===== src/design/u8u16_pkg.sv =====
`default_nettype none
// ----------------------------------------------------------------------------
// u8u16_pkg
// Types and constants shared by the UTF-8 to UTF-16 (BMP) decoder.
// ----------------------------------------------------------------------------
package u8u16_pkg;

  localparam int unsigned QUEUE_DEPTH = 2;
  localparam logic [15:0] MAX_UNITS_RESET = 16'hFFFF;

  // byte classes seen by the back end
  typedef enum logic [2:0] {
    KIND_END   = 3'd0,  // zero byte
    KIND_ASCII = 3'd1,  // 0xxxxxxx
    KIND_CONT  = 3'd2,  // 10xxxxxx
    KIND_LEAD2 = 3'd3,  // 110xxxxx
    KIND_LEAD3 = 3'd4,  // 1110xxxx
    KIND_OTHER = 3'd5   // four-byte lead and 0xF8..0xFF
  } kind_t;

  typedef struct packed {
    kind_t      kind;
    logic [6:0] bits;   // payload bits of the byte, right aligned
  } cls_t;

  typedef struct packed {
    logic [15:0] code_unit;
    logic        is_end;
    logic [15:0] unit_count;
  } res_t;

endpackage
`default_nettype wire


===== src/design/u8u16_queue.sv =====
`default_nettype none
// ----------------------------------------------------------------------------
// u8u16_queue
// Small synchronous FIFO; push and pop may happen in the same cycle.
// ----------------------------------------------------------------------------
module u8u16_queue #(
  parameter int unsigned WIDTH = 8,
  parameter int unsigned DEPTH = u8u16_pkg::QUEUE_DEPTH
) (
  input  wire logic             clk,
  input  wire logic             rst,
  input  wire logic             wr,
  input  wire logic [WIDTH-1:0] wdata,
  output logic                  full,
  input  wire logic             rd,
  output logic [WIDTH-1:0]      rdata,
  output logic                  empty
);

  localparam int unsigned PW = (DEPTH > 1) ? $clog2(DEPTH) : 1;
  localparam int unsigned CW = $clog2(DEPTH + 1);

  logic [WIDTH-1:0] mem [DEPTH];
  logic [PW-1:0]    wr_ptr;
  logic [PW-1:0]    rd_ptr;
  logic [CW-1:0]    count;
  logic             do_wr;
  logic             do_rd;

  assign full  = (count == CW'(DEPTH));
  assign empty = (count == '0);
  assign do_wr = wr && !full;
  assign do_rd = rd && !empty;
  assign rdata = mem[rd_ptr];

  always_ff @(posedge clk) begin
    if (do_wr) begin
      mem[wr_ptr] <= wdata;
    end
  end

  always_ff @(posedge clk) begin
    if (rst) begin
      wr_ptr <= '0;
      rd_ptr <= '0;
      count  <= '0;
    end else begin
      if (do_wr) begin
        wr_ptr <= (wr_ptr == PW'(DEPTH - 1)) ? '0 : wr_ptr + 1'b1;
      end
      if (do_rd) begin
        rd_ptr <= (rd_ptr == PW'(DEPTH - 1)) ? '0 : rd_ptr + 1'b1;
      end
      if (do_wr && !do_rd) begin
        count <= count + 1'b1;
      end else if (do_rd && !do_wr) begin
        count <= count - 1'b1;
      end
    end
  end

endmodule
`default_nettype wire


===== src/design/u8u16_front.sv =====
`default_nettype none
// ----------------------------------------------------------------------------
// u8u16_front
// Accepts input bytes and classifies them by their UTF-8 role.
// ----------------------------------------------------------------------------
module u8u16_front (
  input  wire logic          push,
  input  wire logic [7:0]    in_byte,
  output logic               full,
  input  wire logic          q_full,
  output logic               q_wr,
  output u8u16_pkg::cls_t    q_data
);

  assign full = q_full;
  assign q_wr = push && !q_full;

  always_comb begin
    q_data.bits = in_byte[6:0];
    if (in_byte == 8'h00) begin
      q_data.kind = u8u16_pkg::KIND_END;
    end else if (in_byte inside {[8'h01:8'h7F]}) begin
      q_data.kind = u8u16_pkg::KIND_ASCII;
    end else if (in_byte inside {[8'h80:8'hBF]}) begin
      q_data.kind = u8u16_pkg::KIND_CONT;
    end else if (in_byte inside {[8'hC0:8'hDF]}) begin
      q_data.kind = u8u16_pkg::KIND_LEAD2;
    end else if (in_byte inside {[8'hE0:8'hEF]}) begin
      q_data.kind = u8u16_pkg::KIND_LEAD3;
    end else begin
      q_data.kind = u8u16_pkg::KIND_OTHER;
    end
  end

endmodule
`default_nettype wire


===== src/design/u8u16_back.sv =====
`default_nettype none
// ----------------------------------------------------------------------------
// u8u16_back
// Sequence assembly: pending count, partial code and unit count; one
// classified word per cycle while res_full is low.
// ----------------------------------------------------------------------------
module u8u16_back (
  input  wire logic            clk,
  input  wire logic            rst,
  input  wire logic [15:0]     limit,
  input  wire logic            cls_valid,
  input  wire u8u16_pkg::cls_t cls,
  output logic                 cls_take,
  input  wire logic            res_full,
  output logic                 res_wr,
  output u8u16_pkg::res_t      res
);

  logic [1:0]  pending;
  logic [15:0] partial;
  logic [15:0] emitted;
  logic [1:0]  pending_next;
  logic [15:0] partial_next;
  logic [15:0] emitted_next;
  logic [1:0]  pend_dec;
  logic [15:0] cont_bits;
  logic        emit;

  assign cls_take = cls_valid && !res_full;
  assign pend_dec = pending - 2'd1;
  // second-to-last byte lands at bit 6, last byte at bit 0
  assign cont_bits = (pend_dec == 2'd1) ? {4'd0, cls.bits[5:0], 6'd0}
                                        : {10'd0, cls.bits[5:0]};

  always_comb begin
    pending_next   = pending;
    partial_next   = partial;
    emitted_next   = emitted;
    emit           = 1'b0;
    res.code_unit  = 16'd0;
    res.is_end     = 1'b0;
    res.unit_count = 16'd0;
    if (cls.kind == u8u16_pkg::KIND_END) begin
      emit           = 1'b1;
      res.is_end     = 1'b1;
      res.unit_count = emitted;
      pending_next   = 2'd0;
      partial_next   = 16'd0;
      emitted_next   = 16'd0;
    end else if (pending != 2'd0) begin
      if (cls.kind != u8u16_pkg::KIND_CONT) begin
        // bad continuation: drop the sequence and the byte
        pending_next = 2'd0;
        partial_next = 16'd0;
      end else if (pend_dec == 2'd0) begin
        emit          = 1'b1;
        res.code_unit = partial | cont_bits;
        pending_next  = 2'd0;
        partial_next  = 16'd0;
        emitted_next  = emitted + 16'd1;
      end else begin
        pending_next = pend_dec;
        partial_next = partial | cont_bits;
      end
    end else if (emitted < limit) begin
      case (cls.kind)
        u8u16_pkg::KIND_ASCII: begin
          emit          = 1'b1;
          res.code_unit = {9'd0, cls.bits};
          emitted_next  = emitted + 16'd1;
        end
        u8u16_pkg::KIND_LEAD2: begin
          pending_next = 2'd1;
          partial_next = {5'd0, cls.bits[4:0], 6'd0};
        end
        u8u16_pkg::KIND_LEAD3: begin
          pending_next = 2'd2;
          partial_next = {cls.bits[3:0], 12'd0};
        end
        default: begin
        end
      endcase
    end
  end

  assign res_wr = cls_take && emit;

  always_ff @(posedge clk) begin
    if (rst) begin
      pending <= 2'd0;
      partial <= 16'd0;
      emitted <= 16'd0;
    end else if (cls_take) begin
      pending <= pending_next;
      partial <= partial_next;
      emitted <= emitted_next;
    end
  end

endmodule
`default_nettype wire


===== src/design/utf8_to_utf16_bmp_decoder.sv =====
`default_nettype none
// ----------------------------------------------------------------------------
// utf8_to_utf16_bmp_decoder
// Zero-terminated UTF-8 byte stream in, 16-bit BMP code units out.
// ----------------------------------------------------------------------------
// Takes one byte per cycle while not full; delivers at most one word per
// cycle. A byte classifier feeds a short queue; the assembly stage drains
// it into an output queue one word per cycle while that queue has room, so
// a stalled reader does not block input until both queues fill. Bytes are
// registered in the class queue, results in the output queue. Bytes with no
// result still pass through. Write max_units only while the block is idle.
// ----------------------------------------------------------------------------
module utf8_to_utf16_bmp_decoder #(
  parameter int unsigned QUEUE_DEPTH = u8u16_pkg::QUEUE_DEPTH
) (
  input  wire logic        clk,
  input  wire logic        rst,
  input  wire logic        cfg_wr,
  input  wire logic [15:0] cfg_data,
  input  wire logic        push,
  input  wire logic [7:0]  in_byte,
  output logic             full,
  input  wire logic        pop,
  output logic             empty,
  output logic [15:0]      code_unit,
  output logic             is_end,
  output logic [15:0]      unit_count
);

  localparam int unsigned CLS_W = $bits(u8u16_pkg::cls_t);
  localparam int unsigned RES_W = $bits(u8u16_pkg::res_t);

  logic [15:0]      limit;
  logic             cq_full;
  logic             cq_wr;
  u8u16_pkg::cls_t  cq_wdata;
  logic [CLS_W-1:0] cq_rdata;
  logic             cq_empty;
  logic             cq_rd;
  logic             rq_full;
  logic             rq_wr;
  u8u16_pkg::res_t  rq_wdata;
  logic [RES_W-1:0] rq_rdata;
  u8u16_pkg::res_t  head;

  // stored as max_units - 1; zero max_units means no units
  always_ff @(posedge clk) begin
    if (rst) begin
      limit <= u8u16_pkg::MAX_UNITS_RESET - 16'd1;
    end else if (cfg_wr) begin
      limit <= (cfg_data == 16'd0) ? 16'd0 : cfg_data - 16'd1;
    end
  end

  u8u16_front u_front (
    .push    (push),
    .in_byte (in_byte),
    .full    (full),
    .q_full  (cq_full),
    .q_wr    (cq_wr),
    .q_data  (cq_wdata)
  );

  u8u16_queue #(
    .WIDTH (CLS_W),
    .DEPTH (QUEUE_DEPTH)
  ) u_cls_q (
    .clk   (clk),
    .rst   (rst),
    .wr    (cq_wr),
    .wdata (cq_wdata),
    .full  (cq_full),
    .rd    (cq_rd),
    .rdata (cq_rdata),
    .empty (cq_empty)
  );

  u8u16_back u_back (
    .clk       (clk),
    .rst       (rst),
    .limit     (limit),
    .cls_valid (!cq_empty),
    .cls       (u8u16_pkg::cls_t'(cq_rdata)),
    .cls_take  (cq_rd),
    .res_full  (rq_full),
    .res_wr    (rq_wr),
    .res       (rq_wdata)
  );

  u8u16_queue #(
    .WIDTH (RES_W),
    .DEPTH (QUEUE_DEPTH)
  ) u_res_q (
    .clk   (clk),
    .rst   (rst),
    .wr    (rq_wr),
    .wdata (rq_wdata),
    .full  (rq_full),
    .rd    (pop),
    .rdata (rq_rdata),
    .empty (empty)
  );

  assign head       = u8u16_pkg::res_t'(rq_rdata);
  assign code_unit  = head.code_unit;
  assign is_end     = head.is_end;
  assign unit_count = head.unit_count;

endmodule
`default_nettype wire


===== config.mk =====
export PLATFORM = sky130hd
export DESIGN_NAME = utf8_to_utf16_bmp_decoder
export DESIGN_NICKNAME = d
export VERILOG_FILES = /design/src/design/u8u16_pkg.sv /design/src/design/u8u16_queue.sv /design/src/design/u8u16_front.sv /design/src/design/u8u16_back.sv /design/src/design/utf8_to_utf16_bmp_decoder.sv
export SDC_FILE = /design/constraint.sdc
export NUM_CORES = 1
export LEC_CHECK = 0
export BUFFER_PORTS_ARGS = -buffer_cell sky130_fd_sc_hd__clkbuf_2
export CAP_MARGIN = 20
export CORE_UTILIZATION = 58
export CTS_BUF_LIST = sky130_fd_sc_hd__clkbuf_2
export DETAILED_ROUTE_END_ITERATION = 12
export GPL_ROUTABILITY_DRIVEN = 0
export GPL_TIMING_DRIVEN = 0
export PLACE_DENSITY = 0.89
export SETUP_SLACK_MARGIN = 0.15
export SYNTH_ARGS = -nofsm -noshare
export SYNTH_HDL_FRONTEND = slang
export SYNTH_SLANG_ARGS = --single-unit
export TNS_END_PERCENT = 1

===== constraint.sdc =====
create_clock -name clk -period 8.6 [get_ports clk]
set_input_delay 0.86 -clock clk [delete_from_list [all_inputs] [get_ports clk]]
set_output_delay 0.86 -clock clk [all_outputs]
set_load 0.1 [all_outputs]

; After elaboration in Yosys (flattened, before gate mapping)
; Memories as Yosys holds them, arrays and structs flattened. A register that Yosys moved wholly into a read port is not among the register bits.
; Cells that the tools add are included.
[word_totals]
input_bits = 29
ram_bits = 86
output_inout_bits = 35
reg_bits = 58
memories = 2
[mem_list]
columns = memory, words, width, rd, rd_ports_with_merged_regs, write_ports, line_no
row1 = u_res_q.mem, 2, 33, 1, 1, 1, u8u16_queue.sv:23  ; logic [WIDTH-1:0] mem [DEPTH];
row2 = u_cls_q.mem, 2, 10, 1, 1, 1, u8u16_queue.sv:23
[classes]
eq_ne = 9
n_bitwise = 1
magnitude_cmp = 9
reduce_logical = 37
n_mux = 54
n_addsub = 11
[ops]
columns = op, count
row1 = 16-bit 2-to-1 mux, 17
row2 = 16-bit one-hot mux with 2 select lines, 1
row3 = "8-bit >= comparator, second input constant", 3
row4 = "8-bit less-or-equal comparator, second input constant", 3
row5 = 1-bit 2-to-1 mux, 19
row6 = 2-bit 2-to-1 mux, 9
row7 = 17-bit 2-to-1 mux, 1
row8 = "16-bit by 1-bit adder with 16-bit output, second input constant", 1
row9 = 16-bit zero test, 1
row10 = 16-bit less-than comparator, 1
row11 = 16-bit OR, 1
row12 = "16-bit by 1-bit subtractor with 16-bit output, second input constant", 1
row13 = 1-bit logical AND, 15
row14 = 12-bit 2-to-1 mux, 1
row15 = 3-bit 2-to-1 mux, 4
row16 = "3-bit by 2-bit != test with 1-bit output, second input constant", 3
row17 = "8-bit by 1-bit >= comparator with 1-bit output, second input constant", 1
row18 = "8-bit by 7-bit less-or-equal comparator with 1-bit output, second input constant", 1
row19 = 1-bit zero test, 8
row20 = 8-bit zero test, 1
row21 = 7-bit 2-to-1 mux, 1
row22 = 2-bit zero test, 3
row23 = 2-bit nonzero test, 3
row24 = 3-bit nonzero test, 2
row25 = 13 further kinds, 20

; Longest topological paths before layout
; Gate-level depths: netlist of run 1.
[depth]
ltp_word = 12
ltp_mapped = 12

; Hierarchy
; A second synthesis of run 1 with hierarchy kept.
[unflattened]
hier_cells = 602
area_unflattened_um2 = 6951.7
[by_module_without_submodules]
columns = module, area_each_um2, seq_area_each_um2, instances, cells_each
row1 = u8u16_queue at u_res_q, 2591.2, 2082.0, 1, 128
row2 = u8u16_back, 2422.3, 680.7, 1, 300
row3 = u8u16_queue at u_cls_q, 935.9, 700.7, 1, 56
row4 = utf8_to_utf16_bmp_decoder, 888.4, 320.3, 1, 102
row5 = u8u16_front, 113.9, 0.0, 1, 16

; Worst setup path after synthesis of run 1
; OpenSTA, ideal clock, no wires.
[synth_path]
path_kind = flip-flop to flip-flop
startpoint = reg u_back.emitted[6]
endpoint = mem u_res_q.mem[0][0] (netlist name), enable pin
t_arrival_ns = 3.336
period_less_slack_ns = 3.770
path_buffers = 1
path_stages_with_launch = 8
required_time_ns = 8.166
slack_ns = 4.830
setup_ns = 0.434
cell_sequence = dfxtp_1 > ha_1 > a41o_1 > a21oi_1 > o32ai_4 > nand4b_2 > buf_6 > a21oi_1
[synth_between]
elab_chain_cells = 8
[synth_lines]
columns = element, line_no
row1 = "start, declared", u8u16_back.sv:21  ; logic [15:0] emitted;
row2 = "start signal, assigned", u8u16_back.sv:96  ; emitted <= emitted_next;
row3 = 16-bit less-than comparator, u8u16_back.sv:65  ; end else if (emitted < limit) begin
row4 = 1-bit 2-to-1 mux, u8u16_back.sv:65
row5 = 1-bit 2-to-1 mux, u8u16_back.sv:50  ; end else if (pending != 2'd0) begin
row6 = 1-bit 2-to-1 mux, u8u16_back.sv:43  ; if (cls.kind == u8u16_pkg::KIND_END) begin
row7 = 1-bit logical AND, u8u16_back.sv:86  ; assign res_wr = cls_take && emit;
row8 = 1-bit logical AND, u8u16_queue.sv:32  ; assign do_wr = wr && !full;
row9 = 1-bit 2-to-1 mux, u8u16_queue.sv:37  ; if (do_wr) begin
row10 = 1-bit 2-to-1 mux (not written as such), u8u16_queue.sv:38  ; mem[wr_ptr] <= wdata;
row11 = "end, declared", u8u16_queue.sv:23
; Every way passes these cells.

==> impl_metrics.ini, run 1 <==
[cells_and_area]
layout.cell_area.non_filler_sq_mm = 0.00799
antenna_cells = 0
syn2layout_area_growth_pct = 11.4
layout.cells.most_common_list = 86 x sky130_fd_sc_hd__edfxtp_1, 80 x sky130_fd_sc_hd__clkbuf_2, 60 x sky130_fd_sc_hd__dfxtp_1, 42 x sky130_fd_sc_hd__nand2_1, 36 x sky130_fd_sc_hd__nor2_1
fillerInstances = 871
final-seq-area_sq_mm = 0.00378
drive_above_1_share_pct = 23.6
multi_input_area_sq_mm = 0.00315
most_frequent_standard_cell_in_the_layout_excluding_fill_and_tap_cells = sky130_fd_sc_hd__edfxtp_1
fin_nets = 756

[synth]
postSynthCellCount = 622
sequential_fraction_of_the_synthesis_area_pct = 52.7
asyncSetResetFlopFracSynth_pct = 0
synth_cell_types = 76
synth_top_flop_cell = sky130_fd_sc_hd__edfxtp_1
synth-edff-count = 86
synthesis.yosys.warnings = 0
synth_area_leader_cell = sky130_fd_sc_hd__edfxtp_1
postSynthNetCount = 673
synth_top_area_share_pct = 36.0
post_synth_instance_area_sq_mm = 0.00717
ys_top_cells_by_area = sky130_fd_sc_hd__edfxtp_1 36%, sky130_fd_sc_hd__dfxtp_1 17%, sky130_fd_sc_hd__mux2_2 5.2%
yosys_register_bits = 146
synthesis.area_per_instance_sq_um = 11.5

[clock_tree]
tritoncts = built
clk_path_buf_depth = 2
post_cts_buffers = 0
insertion_delay_to_the_later_sink_of_the_worst_skew_pair_ps = 690
clock-root-buffer = sky130_fd_sc_hd__clkbuf_2
cts-hold-fix-buffers = 0
ctsHtreeMaxLevel = 4
cts-buffers-inserted = 17
ctsResizeCount = 0
clk_pin_slew_worst_paths_ps = 200
tritoncts_sinks = 146

[placement]
hpwl_um = 10700
port_buffers = 62
detailedPlace.worstSlack_ps = 5410
placed_area_sq_mm = 0.00774

[worst_setup_path]
critical_path_start_type = register
timing.critical_path.fanout_max = 10
ff2ff_setup_slack_ps = 5400
r2r.worst_path.cells = 10
crit_path_end_kind = output port
data_arrival_at_the_endpoint_of_the_critical_path_ps = 2610
critPathKind = reg -> out
timing.critical_path.required_ps = 7740
reg2reg_from = u_back.emitted[13]$_SDFFE_PP0P_
r2r_end = u_res_q.count[1]$_SDFFE_PP0P_

[global_route]
global_route_wire_length_before_repair_um = 23400
grt_start_max_net_pins = 19
gr-total-overflow = 0
grt_pass1_vias = 4952
initial_antenna_violation_count = 0
gr-usage-all-layers_pct = 23.2

[floorplanning]
fp-row-count = 40
design.die.area_sq_mm = 0.0128
io_pins = 64
die_height_um = 113
start_util_pct = 59.7
placeableCoreArea_sq_mm = 0.0120
die_x_extent_um = 113

[min_path]
min_from = in_byte[2]
hold_depth = 1
worstHoldEndpoint = u_cls_q.mem[1][2]$_DFFE_PP_
hold_class = in -> reg

[timing]
hold_violations = 0
timing.final.crit_share_pct = 40.4
worst-slew-pin-transition_ps = 828
fin_skew_ps = 30.6
grt_setup_unrepaired = false
timing.setup.tns_ps = 0
slew_headroom_pct = 44.8
fin_hold_ws_ps = 382
number_of_setup_violations_in_the_final_report = 0
final_period_minus_worst_setup_slack_ps = 3470
setup_ws_ps = 5130
achievable-frequency_mhz = 288
maxSlewViolCount = 0

[detailed_routing]
detail_route.vias_per_cell = 5.98
detailroute.via_count = 5171
drt_pre_antenna_iters = 5
drc_errors = 0
detailed_route_iter0_violations = 393
ant_nets = 0
drt-total-wl_um = 14300
avgRoutedWirePerCell_um = 16.6

[outcome]
outcome = finished clean

[run]
max-cap-violations = 0

[pwr]
power_density_mw_per_mm2 = 326
power.total_w = 0.00260
static-leakage-power_nw = 3.02
vdd_drop_max_uv = 154
[metal layers]
layer	routed length (um)	GRT usage, %	up-vias
met5	0	0	-
met4	293	9.91	0
met3	835	4.50	27
met2	6920	38.0	213
met1	6280	30.1	2434
li1	-	-	2497
[report_power, final]
part           internal (W)  switching (W)
Clock              0.000161       0.000242
Sequential         0.000893      0.0000633
Combinational      0.000301       0.000944
[how the worst max path moves through the flow]
stage,from,end,slack [ps],cells after the start
final,register,code_unit[2],5130,4
after global routing,register,code_unit[2],4970,4
after CTS,register,code_unit[2],5080,4
after detailed placement,u_back.emitted[13]$_SDFFE_PP0P_,u_res_q.count[1]$_SDFFE_PP0P_,5410,10
after global placement,u_back.emitted[6]$_SDFFE_PP0P_,u_res_q.mem[0][28]$_DFFE_PP_,3990,7
after floorplan,u_back.emitted[6]$_SDFFE_PP0P_,u_res_q.mem[0][0]$_DFFE_PP_,4830,7
[sequential cells by signal (all words and copies together), names as in the netlist, named ones only]
register        flops
u_res_q.mem        66
u_cls_q.mem        20
limit              16
u_back.emitted     16
u_back.partial     16
u_back.pending      2
u_cls_q.count       2
u_res_q.count       2
u_cls_q.rd_ptr      1
u_cls_q.wr_ptr      1
u_res_q.rd_ptr      1
u_res_q.wr_ptr      1
[synth_stat cells, drive strengths merged (2+ instances only)]
master   count
nand3b       2
a41o         2
nor2        36
o221ai      15
inv         29
nand3       22
a32o         5
a31oi       11
ha          22
nand2       43
clkbuf      18
nor3        12
a21o         2
o211ai       2
or4          4
a21boi       2
or3         11
nand4        8
or2          2
a21oi       18
mux2i       20
o21ai       18
o21a         7
xor2        13
nor4b        3
buf         13
nor2b        9
nand2b      14
edfxtp      86
and3         7
and2        21
o22ai        2
xnor2        8
mux2        34
o41ai        3
nor4        10
a2111oi      2
dfxtp       60
and4         3
o31ai        2
o32ai        3
a211oi       2
[logic make-up after synthesis]
| group | share of synthesized area [%] |
|---|---|
| AND/OR/NAND/NOR | 16.5 |
| flip-flops | 52.7 |
| AO/OA/AOI/OAI | 12.6 |
| buffers and inverters | 3.63 |
| multiplexers | 8.18 |
| adder cells (fa/ha/maj) | 3.84 |
| XOR/XNOR | 2.56 |
[critical path, cell delays in order (launching register included)]
cell and delay [ps]:
sky130_fd_sc_hd__dfxtp_1 360, sky130_fd_sc_hd__clkbuf_1 240, sky130_fd_sc_hd__clkbuf_1 540, sky130_fd_sc_hd__mux2_2 420, sky130_fd_sc_hd__clkbuf_2 380
[layout make-up]
type	count	area share, %
repair buffers	64	4.57
multi-input cells	415	39.4
inverters	30	1.41
clock buffers	18	1.13
well taps	147	2.30
clock inverters	13	2.00
plain buffers	31	1.85
flip-flops and latches	146	47.3
[metrics by stage]
step	util, %	instances
finish	66.5	864
detailed placement	64.4	833
global route	66.5	864
global placement	63.8	831
CTS	66.5	864
floorplan	-	622
No activity file was read; power rests on OpenSTA's default activity.
==> inputs of run 2 (changes only) <==
==> constraint.sdc (replaced) <==
create_clock -name clk -period 3.3 [get_ports clk]
set_input_delay 0.33 -clock clk [delete_from_list [all_inputs] [get_ports clk]]
set_output_delay 0.33 -clock clk [all_outputs]
set_load 0.1 [all_outputs]
==> impl_metrics.ini, run 2 (synthesis results as in run 1) <==
[detailed_routing]
detail_route.vias_per_cell = 5.99
detailroute.via_count = 5339
drt-total-wl_um = 15200
ant_nets = 0
drt_pre_antenna_iters = 5
drc_errors = 0
detailed_route_iter0_violations = 464
avgRoutedWirePerCell_um = 17.1

[clock_tree]
clock-root-buffer = sky130_fd_sc_hd__clkbuf_2
clk_path_buf_depth = 2
clk_pin_slew_worst_paths_ps = 230
insertion_delay_to_the_later_sink_of_the_worst_skew_pair_ps = 720
cts-buffers-inserted = 17
ctsHtreeMaxLevel = 4
tritoncts = built
tritoncts_sinks = 146

[min_path]
min_from = cfg_data[7]
hold_class = in -> reg

[timing]
maxSlewViolCount = 0
slew_headroom_pct = 42.6
timing.setup.tns_ps = 0
achievable-frequency_mhz = 325
number_of_setup_violations_in_the_final_report = 0
hold_violations = 0
grt_setup_unrepaired = true
fin_skew_ps = 38.1
worst-slew-pin-transition_ps = 857
fin_hold_ws_ps = 31.2
timing.final.crit_share_pct = 93.1
final_period_minus_worst_setup_slack_ps = 3070

[floorplanning]
fp-row-count = 40
io_pins = 64
start_util_pct = 59.7
die_x_extent_um = 113
placeableCoreArea_sq_mm = 0.0120
die_height_um = 113
design.die.area_sq_mm = 0.0128

[global_route]
global_route_wire_length_before_repair_um = 24200
gr-usage-all-layers_pct = 24.2
initial_antenna_violation_count = 0
gr-total-overflow = 0
grt_start_max_net_pins = 19
grt_pass1_vias = 5159

[worst_setup_path]
worstSetupStartpoint = u_back.pending[0]$_SDFFE_PP0P_
worst-path-buf-inv = 2
cpLargestDelayFamily = compound AO/OA/AOI/OAI gates
critPathKind = reg -> reg
max_stage_delay_ps = 560
crit_path_end_kind = register
data_arrival_at_the_endpoint_of_the_critical_path_ps = 3530
worst_path_max_delay_cell = sky130_fd_sc_hd__a21oi_4
timing.critical_path.fanout_max = 17
critical_path_start_type = register
reg2reg_from = u_back.pending[0]$_SDFFE_PP0P_
timing.critical_path.cells = ha_1 -> nor2b_1 -> o32ai_1 -> a22o_2 -> nand4b_2 -> buf_6 -> a21oi_4 -> buf_16
timing.critical_path.required_ps = 3760

[cells_and_area]
drive_above_1_share_pct = 23.1
largest_register = u_res_q.mem
largest_register_ff_count = 66
largest_registers = u_res_q.mem x66, u_cls_q.mem x20
antenna_cells = 0
syn2layout_area_growth_pct = 15.8
layout.cells.most_common_list = 86 x sky130_fd_sc_hd__edfxtp_1, 79 x sky130_fd_sc_hd__clkbuf_2, 60 x sky130_fd_sc_hd__dfxtp_1, 42 x sky130_fd_sc_hd__nand2_1, 36 x sky130_fd_sc_hd__nor2_1
fin_nets = 783
most_frequent_standard_cell_in_the_layout_excluding_fill_and_tap_cells = sky130_fd_sc_hd__edfxtp_1

[pwr]
power.total_w = 0.00696
static-leakage-power_nw = 3.17
vdd_drop_max_uv = 433
power_density_mw_per_mm2 = 839

[outcome]
outcome = finished clean

[run]
max-cap-violations = 0

[placement]
hpwl_um = 10800
port_buffers = 62
run 2: cell types whose count changed in the layout (fill, tap and decap cells not counted):
cell and change:
sky130_fd_sc_hd__clkinv_4 +1, sky130_fd_sc_hd__clkinv_1 +1, sky130_fd_sc_hd__dlygate4sd3_1 +24, sky130_fd_sc_hd__clkinvlp_4 -4, sky130_fd_sc_hd__clkbuf_2 -1, sky130_fd_sc_hd__buf_12 +1
sky130_fd_sc_hd__clkinv_2 -1, sky130_fd_sc_hd__bufinv_16 +1, sky130_fd_sc_hd__buf_4 +2, sky130_fd_sc_hd__inv_6 +4
run 2: cell type report:
class	instances	area [sq um]
plain buffers	31	148
clock buffers	17	85.1
clock inverters	15	203
fillers	848	3710
inverters	30	113
multi-input cells	415	3150
flip-flops and latches	146	3780
well taps	147	184
repair buffers	91	641
run 2: tightest hold or removal path: cells and delay by family:
kind	cells	cell delay, ps
buffers and inverters	1	110
xor gates and xnor gates	1	120
AOI/OAI and AO/OA	1	120
run 2: stage by stage:
stage | util (%) | std cells | area [sq um] | setup WS (ps)
after floorplan | - | 622 | 7180 | 191
after global placement | 63.9 | 831 | 7670 | -406
after detailed placement | 64.4 | 833 | 7740 | 91.9
after CTS | 68.9 | 890 | 8280 | 246
after global routing | 69.1 | 892 | 8300 | 26.1
final | 69.1 | 892 | 8300 | 227
run 2: timing repair:
item                                    4_1_cts  5_1_grt
hold endpoints to repair                     36        0
buffers inserted                              1        2
gates resized for setup                       0        0
pin swaps                                     1        1
hold buffers                                 24        0
endpoints found under the setup margin        1       35
run 2: metal layers:
layer,share of wire [%],GRT usage (%),vias to the layer above
li1,-,-,2538
met1,42,30.2,2526
met2,49,40.7,242
met3,6.9,6.11,33
met4,2.0,9.12,0
met5,0,0,-
run 2: worst paths after layout:
kind | to | slack [ps] | cells past startpoint
min reg2reg | u_back.partial[15]$_SDFFE_PP0P_ | 480 | 2
max | u_res_q.mem[0][24]$_DFFE_PP_ | 230 | 8
min | limit[7]$_SDFFE_PP1P_ | 30 | 3
max reg2reg | u_res_q.mem[0][24]$_DFFE_PP_ | 230 | 8
run 2: power by group:
group	internal [W]	total [W]	leakage, nW	switching, W
logic	0.000809	0.00328	1.73	0.00247
registers	0.00233	0.00250	1.27	0.000172
clock network	0.000511	0.00119	0.170	0.000677
